--- config.mk ---
export PLATFORM = sky130hd
export DESIGN_NAME = mail_body_canonicalizer_core
export DESIGN_NICKNAME = d
export VERILOG_FILES = /design/src/design/mbc_pkg.sv /design/src/design/mbc_front.sv /design/src/design/mbc_fifo.sv /design/src/design/mbc_back.sv /design/src/design/mail_body_canonicalizer_core.sv
export SDC_FILE = /design/constraint.sdc
export NUM_CORES = 1
export LEC_CHECK = 0
export BUFFER_PORTS_ARGS = -buffer_cell sky130_fd_sc_hd__buf_2
export CAP_MARGIN = 30
export CORE_AREA = 2 2 117 141
export CTS_CLUSTER_SIZE = 12
export DETAILED_ROUTE_END_ITERATION = 16
export DIE_AREA = 0 0 119 143
export GPL_TIMING_DRIVEN = 0
export PLACE_DENSITY_LB_ADDON = 0.2
export SLEW_MARGIN = 10
export SYNTH_ARGS = -nofsm -noshare
export SYNTH_HDL_FRONTEND = slang
export SYNTH_SLANG_ARGS = --single-unit
export TNS_END_PERCENT = 20
--- constraint.sdc ---
create_clock -name clk_i -period 8.8 [get_ports clk_i]
set_input_delay 0.44 -clock clk_i [delete_from_list [all_inputs] [get_ports clk_i]]
set_output_delay 0.44 -clock clk_i [all_outputs]
set_load 0.05 [all_outputs]
--- src/design/mbc_pkg.sv ---
// Shared types and constants for the mail body canonicalizer.
// Used by the front, queue, back and top-level modules; no dependencies.
`timescale 1ns / 1ps

package mbc_pkg;

  // Input item codes carried on the slave-side tuser.
  typedef enum logic [1:0] {
    FUNC_BYTE = 2'd0,
    FUNC_EOL  = 2'd1,
    FUNC_EOB  = 2'd2
  } func_e;

  // Result kinds carried on the master-side tuser.
  typedef enum logic [1:0] {
    KIND_DATA = 2'd0,
    KIND_CRLF = 2'd1,
    KIND_END  = 2'd2
  } kind_e;

  localparam int CrlfCntW = 16;

  localparam logic [7:0] CharSpace = 8'h20;
  localparam logic [7:0] CharTab   = 8'h09;

  // Register indexes of the configuration port.
  localparam logic RegBodyRelaxed = 1'b0;

  // Queue between front and back.
  localparam int FifoDepth = 4;
  localparam int FifoPtrW  = 2;
  localparam int FifoCntW  = 3;

  // One decoded item: the results it causes, in emission order
  // crlf run, space, byte, end marker.
  typedef struct packed {
    logic                crlf_en;
    logic [CrlfCntW-1:0] crlf_cnt;
    logic                space_en;
    logic                byte_en;
    logic [7:0]          data_byte;
    logic                end_en;
  } cmd_t;

endpackage

--- src/design/mbc_front.sv ---
// Front end: accepts body items, tracks line state and the blank-line
// counter, and emits one command word per item that causes results. Uses mbc_pkg.
`timescale 1ns / 1ps

module mbc_front import mbc_pkg::*; #(
  parameter int BLANK_COUNT_BITS = 16
) (
  input  logic       clk_i,
  input  logic       rst_ni,
  input  logic       relaxed_i,
  input  logic       accept_i,
  input  logic [1:0] func_i,
  input  logic [7:0] data_byte_i,
  output logic       push_o,
  output cmd_t       cmd_o
);

  localparam int CntW = (BLANK_COUNT_BITS < CrlfCntW) ? BLANK_COUNT_BITS : CrlfCntW;
  localparam logic [CntW-1:0] CntCap = {CntW{1'b1}};

  logic [CntW-1:0] blank_cnt_q, blank_cnt_d;
  logic            pend_space_q, pend_space_d;
  logic            line_q, line_d;
  logic            seen_q, seen_d;
  cmd_t            cmd;

  always_comb begin
    blank_cnt_d  = blank_cnt_q;
    pend_space_d = pend_space_q;
    line_d       = line_q;
    seen_d       = seen_q;
    cmd          = '0;
    case (func_e'(func_i))
      FUNC_BYTE: begin
        if (relaxed_i && (data_byte_i == CharSpace || data_byte_i == CharTab)) begin
          pend_space_d = 1'b1;
        end else begin
          if (!line_q) begin
            // release held-back empty lines ahead of the first byte
            cmd.crlf_en  = (blank_cnt_q != '0);
            cmd.crlf_cnt = CrlfCntW'(blank_cnt_q);
            blank_cnt_d  = '0;
            line_d       = 1'b1;
            seen_d       = 1'b1;
          end
          cmd.space_en  = pend_space_q;
          pend_space_d  = 1'b0;
          cmd.byte_en   = 1'b1;
          cmd.data_byte = data_byte_i;
        end
      end
      FUNC_EOL: begin
        if (line_q) begin
          cmd.crlf_en  = 1'b1;
          cmd.crlf_cnt = CrlfCntW'(1);
        end else if (blank_cnt_q != CntCap) begin
          blank_cnt_d = blank_cnt_q + CntW'(1);
        end
        line_d       = 1'b0;
        pend_space_d = 1'b0;
      end
      FUNC_EOB: begin
        cmd.crlf_en  = line_q || (!relaxed_i && !seen_q);
        cmd.crlf_cnt = CrlfCntW'(1);
        cmd.end_en   = 1'b1;
        blank_cnt_d  = '0;
        pend_space_d = 1'b0;
        line_d       = 1'b0;
        seen_d       = 1'b0;
      end
      default: begin
        // unused code: drop
      end
    endcase
  end

  always_ff @(posedge clk_i or negedge rst_ni) begin
    if (!rst_ni) begin
      blank_cnt_q  <= '0;
      pend_space_q <= 1'b0;
      line_q       <= 1'b0;
      seen_q       <= 1'b0;
    end else if (accept_i) begin
      blank_cnt_q  <= blank_cnt_d;
      pend_space_q <= pend_space_d;
      line_q       <= line_d;
      seen_q       <= seen_d;
    end
  end

  assign cmd_o  = cmd;
  assign push_o = accept_i && (cmd.crlf_en || cmd.space_en || cmd.byte_en || cmd.end_en);

endmodule

--- src/design/mbc_fifo.sv ---
// Short command queue between front and back ends.
// Holds cmd_t words from mbc_pkg in a small register array.
`timescale 1ns / 1ps

module mbc_fifo import mbc_pkg::*; (
  input  logic clk_i,
  input  logic rst_ni,
  input  logic push_i,
  input  cmd_t wdata_i,
  input  logic pop_i,
  output logic full_o,
  output logic valid_o,
  output cmd_t rdata_o
);

  cmd_t                mem_q [FifoDepth];
  logic [FifoPtrW-1:0] wptr_q, rptr_q;
  logic [FifoCntW-1:0] cnt_q;

  assign full_o  = (cnt_q == FifoCntW'(FifoDepth));
  assign valid_o = (cnt_q != '0);
  assign rdata_o = mem_q[rptr_q];

  always_ff @(posedge clk_i) begin
    if (push_i) begin
      mem_q[wptr_q] <= wdata_i;
    end
  end

  always_ff @(posedge clk_i or negedge rst_ni) begin
    if (!rst_ni) begin
      wptr_q <= '0;
      rptr_q <= '0;
      cnt_q  <= '0;
    end else begin
      if (push_i) begin
        wptr_q <= wptr_q + FifoPtrW'(1);
      end
      if (pop_i) begin
        rptr_q <= rptr_q + FifoPtrW'(1);
      end
      case ({push_i, pop_i})
        2'b10:   cnt_q <= cnt_q + FifoCntW'(1);
        2'b01:   cnt_q <= cnt_q - FifoCntW'(1);
        default: cnt_q <= cnt_q;
      endcase
    end
  end

  a_no_overflow: assert property (@(posedge clk_i) disable iff (!rst_ni)
    push_i |-> (!full_o || pop_i))
    else $error("command queue overflow");

  a_no_underflow: assert property (@(posedge clk_i) disable iff (!rst_ni)
    pop_i |-> valid_o)
    else $error("command queue underflow");

  a_count_step: assert property (@(posedge clk_i) disable iff (!rst_ni)
    (push_i && !pop_i) |=> (cnt_q == $past(cnt_q) + FifoCntW'(1)))
    else $error("command queue count lost a push");

endmodule

--- src/design/mbc_back.sv ---
// Back end: walks the queue head's results, one word a cycle unless the
// receiver stalls, into a registered master-side output. Uses mbc_pkg.
`timescale 1ns / 1ps

module mbc_back import mbc_pkg::*; (
  input  logic                clk_i,
  input  logic                rst_ni,
  input  logic                head_valid_i,
  input  cmd_t                head_i,
  output logic                pop_o,
  output logic                m_axis_tvalid,
  input  logic                m_axis_tready,
  output logic [23:0]         m_axis_tdata,
  output logic [1:0]          m_axis_tuser,
  output logic                m_axis_tlast
);

  // bit 0 crlf run, bit 1 space, bit 2 byte, bit 3 end marker
  logic [3:0] sent_q, sent_d;
  logic [3:0] pend, pick, rest;
  logic       load;

  logic                valid_q, valid_d;
  kind_e               kind_q, kind_d;
  logic [7:0]          byte_q, byte_d;
  logic [CrlfCntW-1:0] cnt_q, cnt_d;
  logic                last_q, last_d;

  assign pend = {head_i.end_en, head_i.byte_en, head_i.space_en, head_i.crlf_en} & ~sent_q;
  assign pick = pend & (~pend + 4'd1);
  assign rest = pend & ~pick;
  assign load = head_valid_i && (!valid_q || m_axis_tready);
  assign pop_o = load && (rest == '0);

  always_comb begin
    sent_d  = sent_q;
    valid_d = valid_q;
    kind_d  = kind_q;
    byte_d  = byte_q;
    cnt_d   = cnt_q;
    last_d  = last_q;
    if (load) begin
      valid_d = 1'b1;
      last_d  = (rest == '0);
      sent_d  = (rest == '0) ? 4'd0 : (sent_q | pick);
      byte_d  = '0;
      cnt_d   = '0;
      case (pick)
        4'b0001: begin
          kind_d = KIND_CRLF;
          cnt_d  = head_i.crlf_cnt;
        end
        4'b0010: begin
          kind_d = KIND_DATA;
          byte_d = CharSpace;
        end
        4'b0100: begin
          kind_d = KIND_DATA;
          byte_d = head_i.data_byte;
        end
        default: begin
          kind_d = KIND_END;
        end
      endcase
    end else if (m_axis_tready) begin
      valid_d = 1'b0;
    end
  end

  always_ff @(posedge clk_i or negedge rst_ni) begin
    if (!rst_ni) begin
      sent_q  <= '0;
      valid_q <= 1'b0;
    end else begin
      sent_q  <= sent_d;
      valid_q <= valid_d;
    end
  end

  always_ff @(posedge clk_i) begin
    kind_q <= kind_d;
    byte_q <= byte_d;
    cnt_q  <= cnt_d;
    last_q <= last_d;
  end

  assign m_axis_tvalid = valid_q;
  assign m_axis_tdata  = {cnt_q, byte_q};
  assign m_axis_tuser  = kind_q;
  assign m_axis_tlast  = last_q;

  a_end_is_last: assert property (@(posedge clk_i) disable iff (!rst_ni)
    (valid_q && kind_q == KIND_END) |-> last_q)
    else $error("end marker not flagged last");

  a_crlf_count: assert property (@(posedge clk_i) disable iff (!rst_ni)
    valid_q |-> ((kind_q == KIND_CRLF) == (cnt_q != '0)))
    else $error("crlf count does not match kind");

  a_pop_clears: assert property (@(posedge clk_i) disable iff (!rst_ni)
    pop_o |=> (sent_q == '0))
    else $error("progress mask kept after pop");

endmodule

--- src/design/mail_body_canonicalizer_core.sv ---
// Mail body canonicalizer (simple and relaxed body canonicalization).
// Uses mbc_pkg; instantiates mbc_front, mbc_fifo and mbc_back.
//
// Slave stream: s_axis_tuser carries the item code (byte, end of line, end of
// body), s_axis_tdata the body byte. Master stream: one word per result,
// m_axis_tuser the kind (data byte, CRLF run, end marker), m_axis_tdata the
// byte and CRLF count, m_axis_tlast marking the final result of an input item.
// APB port: register 0 at address 0, bit 0 selects relaxed mode; write it
// only while the block is idle.
// Throughput: one input item per cycle while the queue has room, when each
// causes at most one result (the usual body byte); an item causing two or
// three results sends them one by one through the single output register.
// An accepted item's command is queued, then registered in the output stage.
// A four-entry command queue sits between the front and the output stage, so
// input keeps flowing while the receiver stalls until the queue fills; then
// s_axis_tready drops. Reset clears line state, blank-line count, the queue
// and the output stage, and sets simple mode.
`timescale 1ns / 1ps

module mail_body_canonicalizer_core import mbc_pkg::*; #(
  parameter int BLANK_COUNT_BITS = 16
) (
  input  logic        clk_i,
  input  logic        rst_ni,
  // slave stream
  input  logic        s_axis_tvalid,
  output logic        s_axis_tready,
  input  logic [7:0]  s_axis_tdata,   // [7:0] data_byte
  input  logic [1:0]  s_axis_tuser,   // [1:0] func
  // master stream
  output logic        m_axis_tvalid,
  input  logic        m_axis_tready,
  output logic [23:0] m_axis_tdata,   // [7:0] out_byte, [23:8] crlf_count
  output logic [1:0]  m_axis_tuser,   // [1:0] kind
  output logic        m_axis_tlast,
  // configuration
  input  logic        psel,
  input  logic        penable,
  input  logic        pwrite,
  input  logic [2:0]  paddr,
  input  logic [31:0] pwdata,
  output logic [31:0] prdata,
  output logic        pready
);

  logic relaxed_q;
  logic accept, push, pop, full, head_valid;
  cmd_t cmd, head;

  assign pready = 1'b1;

  always_ff @(posedge clk_i or negedge rst_ni) begin
    if (!rst_ni) begin
      relaxed_q <= 1'b0;
    end else if (psel && penable && pwrite && pready && paddr[2] == RegBodyRelaxed) begin
      relaxed_q <= pwdata[0];
    end
  end

  assign prdata = (paddr[2] == RegBodyRelaxed) ? {31'd0, relaxed_q} : 32'd0;

  assign s_axis_tready = !full;
  assign accept        = s_axis_tvalid && s_axis_tready;

  mbc_front #(
    .BLANK_COUNT_BITS(BLANK_COUNT_BITS)
  ) u_front (
    .clk_i      (clk_i),
    .rst_ni     (rst_ni),
    .relaxed_i  (relaxed_q),
    .accept_i   (accept),
    .func_i     (s_axis_tuser),
    .data_byte_i(s_axis_tdata),
    .push_o     (push),
    .cmd_o      (cmd)
  );

  mbc_fifo u_fifo (
    .clk_i  (clk_i),
    .rst_ni (rst_ni),
    .push_i (push),
    .wdata_i(cmd),
    .pop_i  (pop),
    .full_o (full),
    .valid_o(head_valid),
    .rdata_o(head)
  );

  mbc_back u_back (
    .clk_i        (clk_i),
    .rst_ni       (rst_ni),
    .head_valid_i (head_valid),
    .head_i       (head),
    .pop_o        (pop),
    .m_axis_tvalid(m_axis_tvalid),
    .m_axis_tready(m_axis_tready),
    .m_axis_tdata (m_axis_tdata),
    .m_axis_tuser (m_axis_tuser),
    .m_axis_tlast (m_axis_tlast)
  );

endmodule

==> impl_results.md <==
* Clk slew on worst S/H paths at 0.06 ns
* Minimum clock period at 2.98 ns
* FP Rows at 50
* Min Hold Slack at 0.0904 ns
* Crit path from: u_fifo.rptr_q[0]$_DFFE_PN0P_
* Final GP Congestion at 0.908
* Core area at 15600 um^2
* Synth Instances at 509
* Register share of total power at 0.402
* Die area at 17000 um^2
* Logic pwr share at 0.349
* Worst EP arrival at 3.33 ns
* Hold Vio Cnt, Final at 0
* Max Slew Vio Count at 0
* Initial antenna violation count at 0
* FF-to-FF Start: u_fifo.rptr_q[0]$_DFFE_PN0P_
* Final Cell Area at 8880 um^2
* Worst hold path type: primary input to async pin
* Sw Pwr at 1.00 mW
* DRC violation count after routing at 0
* Mapped Area at 7670 um^2
* Port-buffer cells at 48
* Clock skew at 0.00734 ns
* Num CTS Buffers at 17
* WL/cell at 17.5 um
* Maxcap violations at 0
* Number of H-tree levels at 4
* Rel. slew slack at 0.464
* Pint at 1.79 mW
* Commonest non-fill, non-tap cell in the layout: edfxtp_1
* R2R cell count at 11
* Number of global-route vias before repair at 4374
* Vias at 4373
* Non-filler cells, final at 828
* Bufs on Longest Clock Path at 2
* Pre-antenna DRT Iters at 4
* Clock network fraction of total power at 0.249
* # fillers at 1245
* Most frequent cells in the layout: edfxtp_1 (139), buf_2 (54), buf_4 (34)
* Pre-CTS setup slack at 5.77 ns
* Register area share after synthesis at 0.649
* Max Clock Freq at 0.336 GHz
* WP data required at 9.15 ns
* #FFs+latches synth at 171
* Crit Path Max Fanout at 10
* Die height at 143 um
* Starting Density at 0.492
* Layout cells sized above 1 at 0.274
* Ant. Diodes at 0
* Mean Syn Cell Area at 15.1 um^2
* Num ports at 114
* Min setup slack post-route at 5.82 ns
* Clk Latency, worst-skew pair at 0.43 ns
* Unrepaired setup endpoints after global routing: no
* Grt met1 use at 0.228
* Startpoint types: register
* Final setup TNS at 0 ns
* Clock sink count at 171
* CTS tree: built
* Ys async rst share at 0.187
* Post-cts repair resize count at 0
* GR Util met2 at 0.304
* Primary FF master, synth: edfxtp_1
* 1st-iter DRT viols at 418
* Most Crowded Layer GR: met2
* Post-synth EDFFs at 139
* Placed inst area at 8330 um^2
* Setup bufs post-CTS at 0
* Fin crit share at 0.338
* Chip Width at 119 um
* PwrDens at 314 nW/um^2
* Run status: completed
* Synth-to-layout area growth at 15.8%
* Sw frac at 0.360
* GRT overflow at 0
* Largest net degree at the start of global routing at 33
* Dpl hpwl at 9.80 mm
* Yosys warns at 0
* Nature of the critical path endpoint: register
* Pleak at 3.42 nW
* Worst IR drop on VDD at 149 uV
* Hold_buf cts at 0
* GRT met3 Usage at 0.0391
* DR vias/cell at 5.28
* Fin nets at 671
* Yosys cell types at 58
* Clock root buffer: clkbuf_16
* Final WL at 14.5 mm
* Placed Cells at 796
* Crit Path Class: register to register
* Antenna-violating nets left at 0
* Slew @ Worst Pin at 0.803 ns
* First-pass GRT wire length at 23.1 mm
* Total track usage at 0.180
* Final setup viols at 0
-- cells in the mapped netlist (7+ instances only) --
library cell / count / area [um^2]
inv_1: 22 / 82.6
dfrtp_1: 32 / 801
mux2i_1: 7 / 70.1
mux4_2: 27 / 608
a21oi_1: 12 / 60.1
nand3_1: 14 / 70.1
o21ai_0: 12 / 60.1
buf_4: 34 / 255
clkbuf_1: 11 / 41.3
and2_1: 34 / 213
ha_1: 11 / 138
nor4_1: 9 / 56.3
nand2_1: 21 / 78.8
nor2_1: 14 / 52.6
nor2b_1: 9 / 56.3
edfxtp_1: 139 / 4170
-- critical path, stage by stage, from the launching register on --
cell and delay [ns]:
dfrtp_1 0.42, buf_6 0.21, mux4_2 0.57, nand2_2 0.14
o211ai_2 0.15, a21boi_4 0.30, ha_1 0.26, inv_1 0.07
fa_1 0.37, xor2_1 0.15, nor2_1 0.11, xor2_1 0.15
-- path summary, 6_finish.rpt --
path | endpoint | slack [ns]
worst max-delay path | u_fifo.cnt_q[2]$_DFFE_PN0P_ | 5.82
worst min-delay path | u_front.blank_cnt_q[9]$_DFFE_PN0P_ | 0.09
worst max register to register | u_fifo.cnt_q[2]$_DFFE_PN0P_ | 5.82
worst min register to register | u_fifo.cnt_q[2]$_DFFE_PN0P_ | 0.48
max in group asynchronous | u_back.m_axis_tvalid$_DFFE_PN0P_ | 8.21
min in group clk_i | u_back.m_axis_tvalid$_DFFE_PN0P_ | 0.21
-- state kept, by name (all words and copies together), names as in the netlist --
name,flops
u_front.pend_space_q,1
u_front.blank_cnt_q,16
u_fifo.wptr_q,2
u_back.m_axis_tvalid,1
u_back.m_axis_tlast,1
u_front.line_q,1
u_back.cnt_q,16
u_fifo.rptr_q,2
u_front.seen_q,1
u_back.byte_q,8
u_fifo.cnt_q,3
relaxed_q,1
u_back.m_axis_tuser,2
u_back.sent_q,4
u_fifo.mem_q,112
-- cells by family (layout without fill, tap and decap cells) --
group                    count (synthesis)  in the layout  synth area share
multiplexers                            37             37            0.0948
AND/OR/NAND/NOR                        143            143             0.110
flip-flops                             171            171             0.649
XOR/XNOR                                 6              6           0.00685
AO/OA/AOI/OAI                           61             61            0.0587
adder cells (fa/ha/maj)                 12             12            0.0206
buffers and inverters                   77            158            0.0592
other                                    2             32          0.000979
-- metal layers --
layer | vias to the layer above | share of wire
met5 | - | 0
met4 | 0 | 0.024
met3 | 29 | 0.047
met2 | 121 | 0.51
met1 | 2145 | 0.42
li1 | 2078 | -
-- power by group through the flow --
stage               Combinational [mW]  Clock [mW]  Sequential, mW
finish                           0.973       0.696            1.12
global route                      1.05       0.741            1.14
CTS                              0.986       0.711            1.12
detailed placement               0.983           0            1.14
global placement                 0.954           0            1.14
floorplan                        0.540           0            1.35
-- stage by stage --
step	total power, mW	utilization
after floorplan	1.89	-
after global placement	2.09	0.532
after detailed placement	2.12	0.535
after CTS	2.82	0.570
after global routing	2.93	0.570
final	2.79	0.570
-- final cells by class --
class / count / area (um^2) / area share
multi-input cells: 291 / 2370 / 0.267
clock inverters: 14 / 123 / 0.0138
repair buffers: 49 / 268 / 0.0302
plain buffers: 55 / 372 / 0.0418
well taps: 208 / 260 / 0.0293
inverters: 22 / 82.6 / 0.00930
flip-flops and latches: 171 / 4970 / 0.560
clock buffers: 18 / 429 / 0.0483
Note: power is estimated with default switching activity, not from simulation.
